<file path="src/rtl/core/assert_macros.svh">
// assertion helpers shared by the rtl
`ifndef ASSERT_MACROS_SVH
`define ASSERT_MACROS_SVH

// checked only outside reset
`define BPWU_ASSERT(lbl, expr, msg) \
lbl: assert property (@(posedge clock) disable iff (reset) (expr)) else $error(msg);

// checked on every edge, reset included
`define BPWU_ASSERT_ALWAYS(lbl, expr, msg) \
lbl: assert property (@(posedge clock) (expr)) else $error(msg);

`endif

</file>
<file path="src/rtl/core/bpwu_pkg.sv">
`timescale 1ns / 1ps

package bpwu_pkg;

   localparam int MAX_LAYERS     = 5;
   localparam int MAX_WIDTH      = 16;
   localparam int VALUE_BITS     = 16;

   localparam int OP_BITS        = 3;
   localparam int LAYER_SEL_BITS = 3;
   localparam int SEL_BITS       = 4;
   localparam int DATA_BITS      = 16;
   localparam int CSR_INDEX_BITS = 4;
   localparam int COUNT_REG_BITS = 3;
   localparam int WIDTH_REG_BITS = 5;
   localparam int GRAD_BITS      = 32;
   localparam int DELTA_BITS     = 34;
   localparam int MUL_A_BITS     = 33;
   localparam int MUL_B_BITS     = 17;
   localparam int PROD_BITS      = MUL_A_BITS + MUL_B_BITS;

   localparam int FRAC_SHIFT     = 12;
   localparam int SCALE_SHIFT    = 14;
   localparam int RATE_SHIFT     = 16;

   typedef enum logic [OP_BITS-1:0] {
      OP_LOAD_WEIGHT = 3'd0,
      OP_LOAD_ACT    = 3'd1,
      OP_LOAD_DER    = 3'd2,
      OP_LOAD_ERR    = 3'd3,
      OP_RUN_UPDATE  = 3'd4,
      OP_READ_WEIGHT = 3'd5
   } op_type;

   localparam logic [CSR_INDEX_BITS-1:0] CSR_LEARNING_RATE = 4'd0;
   localparam logic [CSR_INDEX_BITS-1:0] CSR_WEIGHT_SCALE  = 4'd1;
   localparam logic [CSR_INDEX_BITS-1:0] CSR_LAYER_COUNT   = 4'd2;
   localparam logic [CSR_INDEX_BITS-1:0] CSR_WIDTH_BASE    = 4'd3;

   localparam logic [DATA_BITS-1:0]      RESET_RATE        = 16'd655;
   localparam logic [DATA_BITS-1:0]      RESET_SCALE       = 16'd16384;
   localparam logic [COUNT_REG_BITS-1:0] RESET_COUNT       = 3'd3;
   localparam logic [WIDTH_REG_BITS-1:0] RESET_WIDTH       = 5'd16;

   localparam logic KIND_DONE = 1'b0;
   localparam logic KIND_READ = 1'b1;

   typedef logic signed [63:0] wide_type;

   // round half up by s fraction bits
   function automatic wide_type round_sh(input wide_type x, input int unsigned s);
      wide_type half;
      half = 64'sd1 <<< (s - 1);
      return (x + half) >>> s;
   endfunction

   function automatic logic over_bits(input wide_type v, input int unsigned bits);
      wide_type hi;
      wide_type lo;
      hi = (64'sd1 <<< (bits - 1)) - 64'sd1;
      lo = -hi - 64'sd1;
      return (v > hi) || (v < lo);
   endfunction

   function automatic wide_type clamp_bits(input wide_type v, input int unsigned bits);
      wide_type hi;
      wide_type lo;
      hi = (64'sd1 <<< (bits - 1)) - 64'sd1;
      lo = -hi - 64'sd1;
      if (v > hi) begin
         return hi;
      end else if (v < lo) begin
         return lo;
      end
      return v;
   endfunction

endpackage

</file>
<file path="src/rtl/core/bpwu_mul.sv">
`timescale 1ns / 1ps

module bpwu_mul (
   input  logic                                  clock,
   input  logic signed [bpwu_pkg::MUL_A_BITS-1:0] mul_a,
   input  logic signed [bpwu_pkg::MUL_B_BITS-1:0] mul_b,
   output logic signed [bpwu_pkg::PROD_BITS-1:0]  product
);

   logic signed [bpwu_pkg::PROD_BITS-1:0] prod_ff;
   logic signed [bpwu_pkg::PROD_BITS-1:0] prod_in;

   assign prod_in = bpwu_pkg::PROD_BITS'(mul_a) * bpwu_pkg::PROD_BITS'(mul_b);

   always_ff @(posedge clock) begin
      prod_ff <= prod_in;
   end

   assign product = prod_ff;

endmodule

</file>
<file path="config.mk">
export PLATFORM = sky130hd
export DESIGN_NAME = bpwu_mul
export DESIGN_NICKNAME = d
export VERILOG_FILES = /design/src/rtl/core/assert_macros.svh /design/src/rtl/core/bpwu_pkg.sv /design/src/rtl/core/bpwu_mul.sv
export SDC_FILE = /design/constraint.sdc
export NUM_CORES = 2
export LEC_CHECK = 0
export CORE_MARGIN = 1.5
export CORE_UTILIZATION = 30
export DETAILED_ROUTE_END_ITERATION = 8
export DONT_BUFFER_PORTS = 1
export HOLD_SLACK_MARGIN = 0.05
export PLACE_DENSITY = 0.46
export RECOVER_POWER = 25
export SLEW_MARGIN = 25
export SYNTH_ARGS = -nofsm -noshare
export SYNTH_HDL_FRONTEND = slang
export SYNTH_SLANG_ARGS = --single-unit
</file>
<file path="constraint.sdc">
create_clock -name clock -period 14.7 [get_ports clock]
set_clock_uncertainty 0.15 [all_clocks]
set_input_delay 2.205 -clock clock [delete_from_list [all_inputs] [get_ports clock]]
set_output_delay 2.205 -clock clock [all_outputs]
set_load 0.01 [all_outputs]
</file>
==> results.md <==
- Hold buffer count at CTS: 0
- Worst EP required: between 10 and 15 ns
- Input/output buffers: 0
- Initial core utilization: 0.304
- Number of DRC markers in iteration 0: 503
- Synth Cell Area: 20,100 um^2
- Crit end category: flip-flop
- Clk buf depth: 2
- Clock Sink Count: 50
- Cells on Worst Hold Path: 1
- Crit Path Max Fanout: 27
- Total Nets Final: 2,773
- Top post-synthesis cells by count: 536 x fa_1, 513 x inv_1, 319 x nand2_1
- Most common cell in the netlist: fa_1
- Area contributors post-synth: fa_1 53%, inv_1 9.6%, and2_1 7.3%
- Tightest Pin Transition: 0.767 ns
- #FFs+latches synth: 50
- Sequential area share after synthesis: 0.0499
- Worst path top cell family by delay: adder cells
- Hold Vio Cnt, Final: 0
- Layout cells sized above 1: 0.00918
- Die width: 262 um
- WL final: about 54 mm
- Multi-input combinational cell area: around 17,000 um^2
- Min-delay src: mul_a[0]
- Setup TNS: 0 ns
- Final setup vio count: 0
- GPL Wtd Cong: 0.821
- Area delta synth->final: 4.60%
- Post-synthesis cell count: 2,150
- Pin count of the biggest net entering global routing: 34
- Arr. time, crit path: about 8.5 ns
- # IOs: 101
- CTS tree: built
- Max_slew headroom: 0.487
- Number of global-route vias before repair: ~16,000
- Antenna Cells: 0
- Largest register FFs: 50
- Synth Area per Inst: 9.33 um^2
- Outcome: finished with violations
- FP Rows: 94
- Hold path endpoint: product[0]$_DFF_P_
- CP startpoint kind: input port
- DRT Pass-1 Iters: 8
- Fin crit period: between 8 and 9 ns
- Synth async-reset ratio: 0
- GRT Overall Usage: 0.170
- Final Slew Violations: 0
- CTS clk-pin slew, worst paths: 0.08 ns
- Critical path buffer and inverter count: 4
- CP max stage delay: 0.55 ns
- Max Cap Viol: 0
- Setup bufs post-CTS: 0
- Cell accounting for the most synthesized area: fa_1
- Most used DFF post-synth: dfxtp_1
- Total DRC errors in the routed layout: 2
- Top-area cell type share of the netlist area: 0.535
- Critical path, cell by cell: clkinv_1, buf_4, nor2_1, fa_1, fa_1, fa_1, fa_1, fa_1, inv_1, fa_1, inv_1, ha_1, a211o_1, a21oi_1, o221ai_1, a211o_1, a31o_2, a31oi_1, nor3_1, o311ai_1
- Worst path most repeated cell: fa_1
- Max H-tree Level: 2
- Routed Antenna Nets: 0
- FF+latch area: ~1000 um^2
- First-pass GRT wire length: around 89 mm
- Total grt overflow: 0
- RSZ-0062 raised after global routing: no
- Mapped Nets: approximately 2,900
- Critical setup path kind: input port to flip-flop
- Fmax: 119 MHz
- Root buf cell: clkbuf_16
- CP max stage cell: a21oi_1
- Via count: 13,489
- HPWL Detailed: 44.6 mm
- Avg Vias per Cell: ~4.6
- Post-synth EDFFs: 0
- Fin crit share: 0.570
- Per-cell routed wire length: 18.3 um
- Core ar.: approximately 66,000 um^2
- Die H: ~260 um
- Hold Crit Class: input port to flip-flop
- TritonCTS Buffers: 5
- Yosys warnings: 0
- Fillers: 6,869
- Post-CTS Resized: 0
- Yosys cell types: 53
- Failing checks: design-rule violations
- Die area: ~68,000 um^2
- Initial antenna violation count: 1
## cell families (layout without fill, tap and decap cells)
logic type	after synthesis	after routing	share of synthesized area
adders and majority gates	653	653	0.608
and+or+nand+nor	645	645	0.156
buffers and inverters	605	525	0.113
AOI/OAI and AO/OA	147	147	0.0509
DFF	50	50	0.0499
xor gates and xnor gates	49	49	0.0214
muxes	1	1	0.000499
## per-stage QoR
step	instances	utilization	instance area [um^2]	hold WS (ns)	setup WS (ns)
global route	2934	0.318	21000	1.83	6.13
finish	2934	0.318	21000	1.85	6.32
CTS	2934	0.318	21000	1.82	6.40
floorplan	2150	-	20100	2.18	6.75
global placement	2925	0.315	20800	2.19	5.81
detailed placement	2926	0.316	20800	2.18	6.03
## per-layer routing
metal / GRT usage / up-vias / share of wire / wire length, um
li1: - / 6081 / - / -
met1: 0.217 / 7172 / 0.43 / 23200
met2: 0.301 / 202 / 0.51 / 27200
met3: 0.0326 / 34 / 0.050 / 2680
met4: 0.0287 / 0 / 0.012 / 642
met5: 0 / - / 0 / 0
## placed cells by master (no fill, tap or decap), types with 2 or more instances in the layout
| cell type | n |
|---|---|
| inv_1 | 513 |
| o211ai_2 | 2 |
| fa_1 | 536 |
| and2_1 | 233 |
| o21ai_1 | 3 |
| a21oi_1 | 40 |
| a31oi_4 | 2 |
| or3_1 | 3 |
| xnor2_1 | 36 |
| a211o_1 | 3 |
| nor2b_1 | 6 |
| o311ai_1 | 2 |
| nand3_1 | 9 |
| o211ai_1 | 3 |
| a221oi_1 | 3 |
| ha_1 | 117 |
| nand2b_1 | 10 |
| dfxtp_1 | 50 |
| nand4_1 | 7 |
| o2bb2ai_1 | 2 |
| clkbuf_1 | 2 |
| o21ai_0 | 23 |
| a2111oi_0 | 3 |
| a211oi_1 | 7 |
| and3_1 | 6 |
| nand2_1 | 319 |
| a21o_1 | 23 |
| o21a_1 | 9 |
| o21bai_1 | 3 |
| nor3_1 | 9 |
| nor2_1 | 37 |
| xor2_1 | 13 |
| buf_4 | 2 |
| clkbuf_16 | 5 |
| a31oi_1 | 6 |
| a21boi_0 | 2 |
## worst max path at each step
stage,start,end,slack [ns],cells past startpoint
after floorplan,mul_a[10],product[39]$_DFF_P_,6.75,20
after detailed placement,mul_b[16],product[49]$_DFF_P_,6.03,20
after global placement,mul_b[5],product[42]$_DFF_P_,5.81,19
final,mul_b[16],product[49]$_DFF_P_,6.32,20
after global routing,mul_b[16],product[49]$_DFF_P_,6.13,20
after CTS,mul_b[16],product[49]$_DFF_P_,6.40,20
## cell type report
cell class,count,area share
Multi-Input combinational cell,1495,0.800
Inverter,514,0.0920
Tap cell,864,0.0515
Timing Repair Buffer,3,0.000954
Clock buffer,7,0.00632
Sequential cell,50,0.0477
Clock inverter,1,0.00143
Power is left out: the tool's default activity adds up to more than one toggle a clock period on the data nets, which glitch-free logic cannot reach.
