===== config.mk =====
export PLATFORM = sky130hd
export DESIGN_NAME = bpwu_ram
export DESIGN_NICKNAME = d
export VERILOG_FILES = /design/src/rtl/core/assert_macros.svh /design/src/rtl/core/bpwu_pkg.sv /design/src/rtl/core/bpwu_ram.sv
export SDC_FILE = /design/constraint.sdc
export NUM_CORES = 1
export LEC_CHECK = 0
export ABC_AREA = 1
export BUFFER_PORTS_ARGS = -buffer_cell sky130_fd_sc_hd__buf_2
export CAP_MARGIN = 15
export CORE_UTILIZATION = 53
export CTS_CLUSTER_DIAMETER = 120
export CTS_CLUSTER_SIZE = 10
export DETAILED_ROUTE_END_ITERATION = 10
export PLACE_DENSITY = 0.7
export SLEW_MARGIN = 20
export SYNTH_ARGS = -nofsm -noshare
export SYNTH_HDL_FRONTEND = slang
export SYNTH_SLANG_ARGS = --single-unit

===== constraint.sdc =====
create_clock -name clock -period 2.6 [get_ports clock]
set_input_delay 0.13 -clock clock [delete_from_list [all_inputs] [get_ports clock]]
set_output_delay 0.13 -clock clock [all_outputs]
set_load 0.03 [all_outputs]

===== src/rtl/core/assert_macros.svh =====
// assertion helpers shared by the rtl
`ifndef ASSERT_MACROS_SVH
`define ASSERT_MACROS_SVH

// checked only outside reset
`define BPWU_ASSERT(lbl, expr, msg) \
lbl: assert property (@(posedge clock) disable iff (reset) (expr)) else $error(msg);

// checked on every edge, reset included
`define BPWU_ASSERT_ALWAYS(lbl, expr, msg) \
lbl: assert property (@(posedge clock) (expr)) else $error(msg);

`endif


===== src/rtl/core/bpwu_pkg.sv =====
`timescale 1ns / 1ps

package bpwu_pkg;

   localparam int MAX_LAYERS     = 5;
   localparam int MAX_WIDTH      = 16;
   localparam int VALUE_BITS     = 16;

   localparam int OP_BITS        = 3;
   localparam int LAYER_SEL_BITS = 3;
   localparam int SEL_BITS       = 4;
   localparam int DATA_BITS      = 16;
   localparam int CSR_INDEX_BITS = 4;
   localparam int COUNT_REG_BITS = 3;
   localparam int WIDTH_REG_BITS = 5;
   localparam int GRAD_BITS      = 32;
   localparam int DELTA_BITS     = 34;
   localparam int MUL_A_BITS     = 33;
   localparam int MUL_B_BITS     = 17;
   localparam int PROD_BITS      = MUL_A_BITS + MUL_B_BITS;

   localparam int FRAC_SHIFT     = 12;
   localparam int SCALE_SHIFT    = 14;
   localparam int RATE_SHIFT     = 16;

   typedef enum logic [OP_BITS-1:0] {
      OP_LOAD_WEIGHT = 3'd0,
      OP_LOAD_ACT    = 3'd1,
      OP_LOAD_DER    = 3'd2,
      OP_LOAD_ERR    = 3'd3,
      OP_RUN_UPDATE  = 3'd4,
      OP_READ_WEIGHT = 3'd5
   } op_type;

   localparam logic [CSR_INDEX_BITS-1:0] CSR_LEARNING_RATE = 4'd0;
   localparam logic [CSR_INDEX_BITS-1:0] CSR_WEIGHT_SCALE  = 4'd1;
   localparam logic [CSR_INDEX_BITS-1:0] CSR_LAYER_COUNT   = 4'd2;
   localparam logic [CSR_INDEX_BITS-1:0] CSR_WIDTH_BASE    = 4'd3;

   localparam logic [DATA_BITS-1:0]      RESET_RATE        = 16'd655;
   localparam logic [DATA_BITS-1:0]      RESET_SCALE       = 16'd16384;
   localparam logic [COUNT_REG_BITS-1:0] RESET_COUNT       = 3'd3;
   localparam logic [WIDTH_REG_BITS-1:0] RESET_WIDTH       = 5'd16;

   localparam logic KIND_DONE = 1'b0;
   localparam logic KIND_READ = 1'b1;

   typedef logic signed [63:0] wide_type;

   // round half up by s fraction bits
   function automatic wide_type round_sh(input wide_type x, input int unsigned s);
      wide_type half;
      half = 64'sd1 <<< (s - 1);
      return (x + half) >>> s;
   endfunction

   function automatic logic over_bits(input wide_type v, input int unsigned bits);
      wide_type hi;
      wide_type lo;
      hi = (64'sd1 <<< (bits - 1)) - 64'sd1;
      lo = -hi - 64'sd1;
      return (v > hi) || (v < lo);
   endfunction

   function automatic wide_type clamp_bits(input wide_type v, input int unsigned bits);
      wide_type hi;
      wide_type lo;
      hi = (64'sd1 <<< (bits - 1)) - 64'sd1;
      lo = -hi - 64'sd1;
      if (v > hi) begin
         return hi;
      end else if (v < lo) begin
         return lo;
      end
      return v;
   endfunction

endpackage


===== src/rtl/core/bpwu_ram.sv =====
`timescale 1ns / 1ps

module bpwu_ram #(
   parameter  int WIDTH     = bpwu_pkg::DATA_BITS,
   parameter  int DEPTH     = bpwu_pkg::MAX_WIDTH,
   localparam int ADDR_BITS = $clog2(DEPTH)
) (
   input  logic                 clock,
   input  logic                 wr_en,
   input  logic [ADDR_BITS-1:0] wr_addr,
   input  logic [WIDTH-1:0]     wr_data,
   input  logic                 rd_en,
   input  logic [ADDR_BITS-1:0] rd_addr,
   output logic [WIDTH-1:0]     rd_data
);

   logic [WIDTH-1:0] mem_ff [DEPTH];
   logic [WIDTH-1:0] rd_data_ff;

   always_ff @(posedge clock) begin
      if (wr_en) begin
         mem_ff[wr_addr] <= wr_data;
      end
      if (rd_en) begin
         rd_data_ff <= mem_ff[rd_addr];
      end
   end

   assign rd_data = rd_data_ff;

endmodule


==> flow_summary_export.csv <==
group,metric,value,unit
place,gp_congestion,0.786,
sta,worstMarginPinSlew,1.10,ns
floorplanning,row_count,53,
pwr,power.density,706,nW/um^2
yosys,synth_mux_area_share,0,%
worst_hold_path,holdCritPathClass,"input port to flip-flop",
yosys,synth_xor_area_share,0,%
yosys,synth_top_area_share,70.8,%
critical_path,crit_family,"flip-flops",
sta,fin_tns_setup,0,ns
route,first_iter_violations,708,
route,dr_total_vias,7518,
finish,utilization,61.5,%
finish,antennaDiodeCount,0,
global_routing,grt_pass1_vias,7491,
clock_tree,cts_max_level,1,
route,wl_per_cell,18.7,um
global_routing,antenna_found_initial,0,
critical_path,critical_path_class,"flip-flop to output port",
clock_tree,cts_sinks,272,
clock_tree,post_cts_resized,0,
clock_tree,root_buffer,"clkbuf_16",
yosys,synth.distinct_cells,12,
yosys,ys_ff_latch,272,
yosys,yosysTopAreaCell,"edfxtp_1",
yosys,synth.net_count,1101,
place,dp_hpwl,14100,um
critical_path,crit_path_top_delay_cell,"edfxtp_1",
clock_tree,clkLatencyLatePin,0.55,ns
yosys,netlist_top_cells_count,"nand2_1 (341), edfxtp_1 (272), inv_1 (196)",
global_routing,grt_max_degree,129,
route,drc,0,
global_routing,grt_pass1_wl,41000,um
critical_path,crit_path_max_fanout,1,
critical_path,critPathBufInv,1,
yosys,synthFlopType,"edfxtp_1",
finish,areaGrowthSynthToFinish,12.7,%
yosys,synth_top_family_by_area,"simple AND/OR/NAND/NOR gates",
global_routing,grt_overflow_total,0,
yosys,synth_adder_area_share,0,%
critical_path,crit_chain,"buf_2",
floorplanning,die_height,150,um
floorplanning,ioPinCount,43,
pwr,vdd_drop_max,489,uV
floorplanning,core,21200,sq um
floorplanning,dieArea,22400,sq um
sta,skew,0.0119,ns
yosys,yosysWarningCount,0,
route,firstDrtPassIters,4,
yosys,yosys-top-cells-area,"edfxtp_1 (71%), nand2_1 (11%), nand3_1 (8.4%)",
yosys,synthArstFlopShare,0,%
critical_path,crit_arrival,1.22,ns
sta,finalCritPeriodShare,51.9,%
critical_path,crit_required,2.47,ns
critical_path,slowest_delay,0.45,ns
sta,rsz0062_at_grt,"false",
sta,setup_violations,0,
yosys,yosys.area_share.simple,20.1,%
critical_path,r2r_slack,1.43,ns
route,finalWirelength,26400,um
yosys,synth_cells,1074,
clock_tree,clkTransAtPathRegs,0.05,ns
clock_tree,post_cts_buffers,0,
finish,final_layout_size_suffix_gt1_share,10.4,%
pwr,finalPower,9.19,mW
clock_tree,clockBufferDepth,3,
yosys,syn_avg_cell_area,10.7,sq um
finish,fin_nets,1166,
place,pre_cts_ws,0.744,ns
sta,drv_slew,0,
route,ant_nets,0,
run,maxCapViolCount,0,
floorplanning,initial_utilization,54.6,%
sta,slew_headroom,26.4,%
critical_path,worstSetupStartpointType,"flip-flop",
yosys,synth_area,11500,sq um
place,port_buffers,42,
clock_tree,cts_made_buffers,31,
sta,period_needed,1.35,ns
sta,fmaxAchievable,741,MHz
sta,hold_viol,0,
route,vias_per_cell,5.32,
pwr,leakagePower,5.55,nW
critical_path,endpoint_kind,"output port",
yosys,yosysMostFrequentCell,"nand2_1",
yosys,synth-edff-count,272,
yosys,synth-seq-area-share,70.8,%
yosys,synth_compound_gate_area_share,0,%
run_status,status,"finished clean",
floorplanning,die_w,150,um
global_routing,grt_use_total,24.9,%
clock_tree,cts_tree,"yes",
sta,fin_ws,1.25,ns
==> state kept, by name, indices dropped and copies added (netlist names) <==
name     cells
rd_data     16
mem_ff     256
==> worst register-to-register path, stage by stage, from the launching register on <==
cell      delay, ns
edfxtp_1       0.37
inv_1          0.06
nand2_1        0.04
nand3_1        0.11
nand3_1        0.12
nand3_1        0.12
nand2_1        0.09
==> final timing paths <==
path                            from  depth (start not counted)               endpoint
max             rd_data[8]$_DFFE_PP_                          1             rd_data[8]
min                            rd_en                          1   rd_data[9]$_DFFE_PP_
max reg2reg  mem_ff[1][14]$_DFFE_PP_                          6  rd_data[14]$_DFFE_PP_
min reg2reg   mem_ff[6][3]$_DFFE_PP_                          6   rd_data[3]$_DFFE_PP_
==> power by group <==
part / total (mW) / switching, mW / internal (mW)
Combinational: 0.614 / 0.439 / 0.175
Sequential: 4.98 / 0.0313 / 4.94
Clock: 3.60 / 1.52 / 2.08
==> cells in the final DEF, fill, tap and decap left out, drive strengths merged <==
cell,Yosys,layout
nand3b,2,2
inv,198,199
buf,41,67
clkbuf,10,31
edfxtp,272,272
dlygate4sd3,0,16
nand2,341,341
clkinv,0,1
nand3,193,193
nor2,17,17
==> layer usage <==
| layer | wire length, um | track usage, % | up-vias | part of all wire, % |
|---|---|---|---|---|
| met3 | 2270 | 4.57 | 68 | 8.6 |
| met1 | 10700 | 32.3 | 3530 | 40 |
| met4 | 900 | 10.2 | 0 | 3.4 |
| met5 | 0 | 0 | - | 0 |
| met2 | 12600 | 41.2 | 323 | 48 |
| li1 | - | - | 3597 | - |
==> cell type report <==
type	count	area, sq um
clock buffer	31	776
clock inverter	2	17.5
fill	1657	8140
inverter	198	744
multi-input combinational	553	2360
sequential	272	8170
tap	275	344
timing repair buffer	83	598
==> logic make-up after synthesis <==
family | count (synthesis)
buffers and inverters | 249
DFF | 272
and+or+nand+nor | 553
==> through the flow <==
| step | hold slack [ns] | instances | area [sq um] |
|---|---|---|---|
| after global routing | 0.103 | 1414 | 13000 |
| after floorplan | 0.229 | 1074 | 11500 |
| after detailed placement | 0.522 | 1365 | 12100 |
| after CTS | 0.0993 | 1414 | 13000 |
| after global placement | 0.513 | 1365 | 12100 |
| final | 0.118 | 1414 | 13000 |
==> timing repair <==
action	in CTS	in global routing
hold endpoints to repair	256	0
endpoints found under the setup margin	0	0
hold buffers	16	0
(Power assumes the default switching activity.)
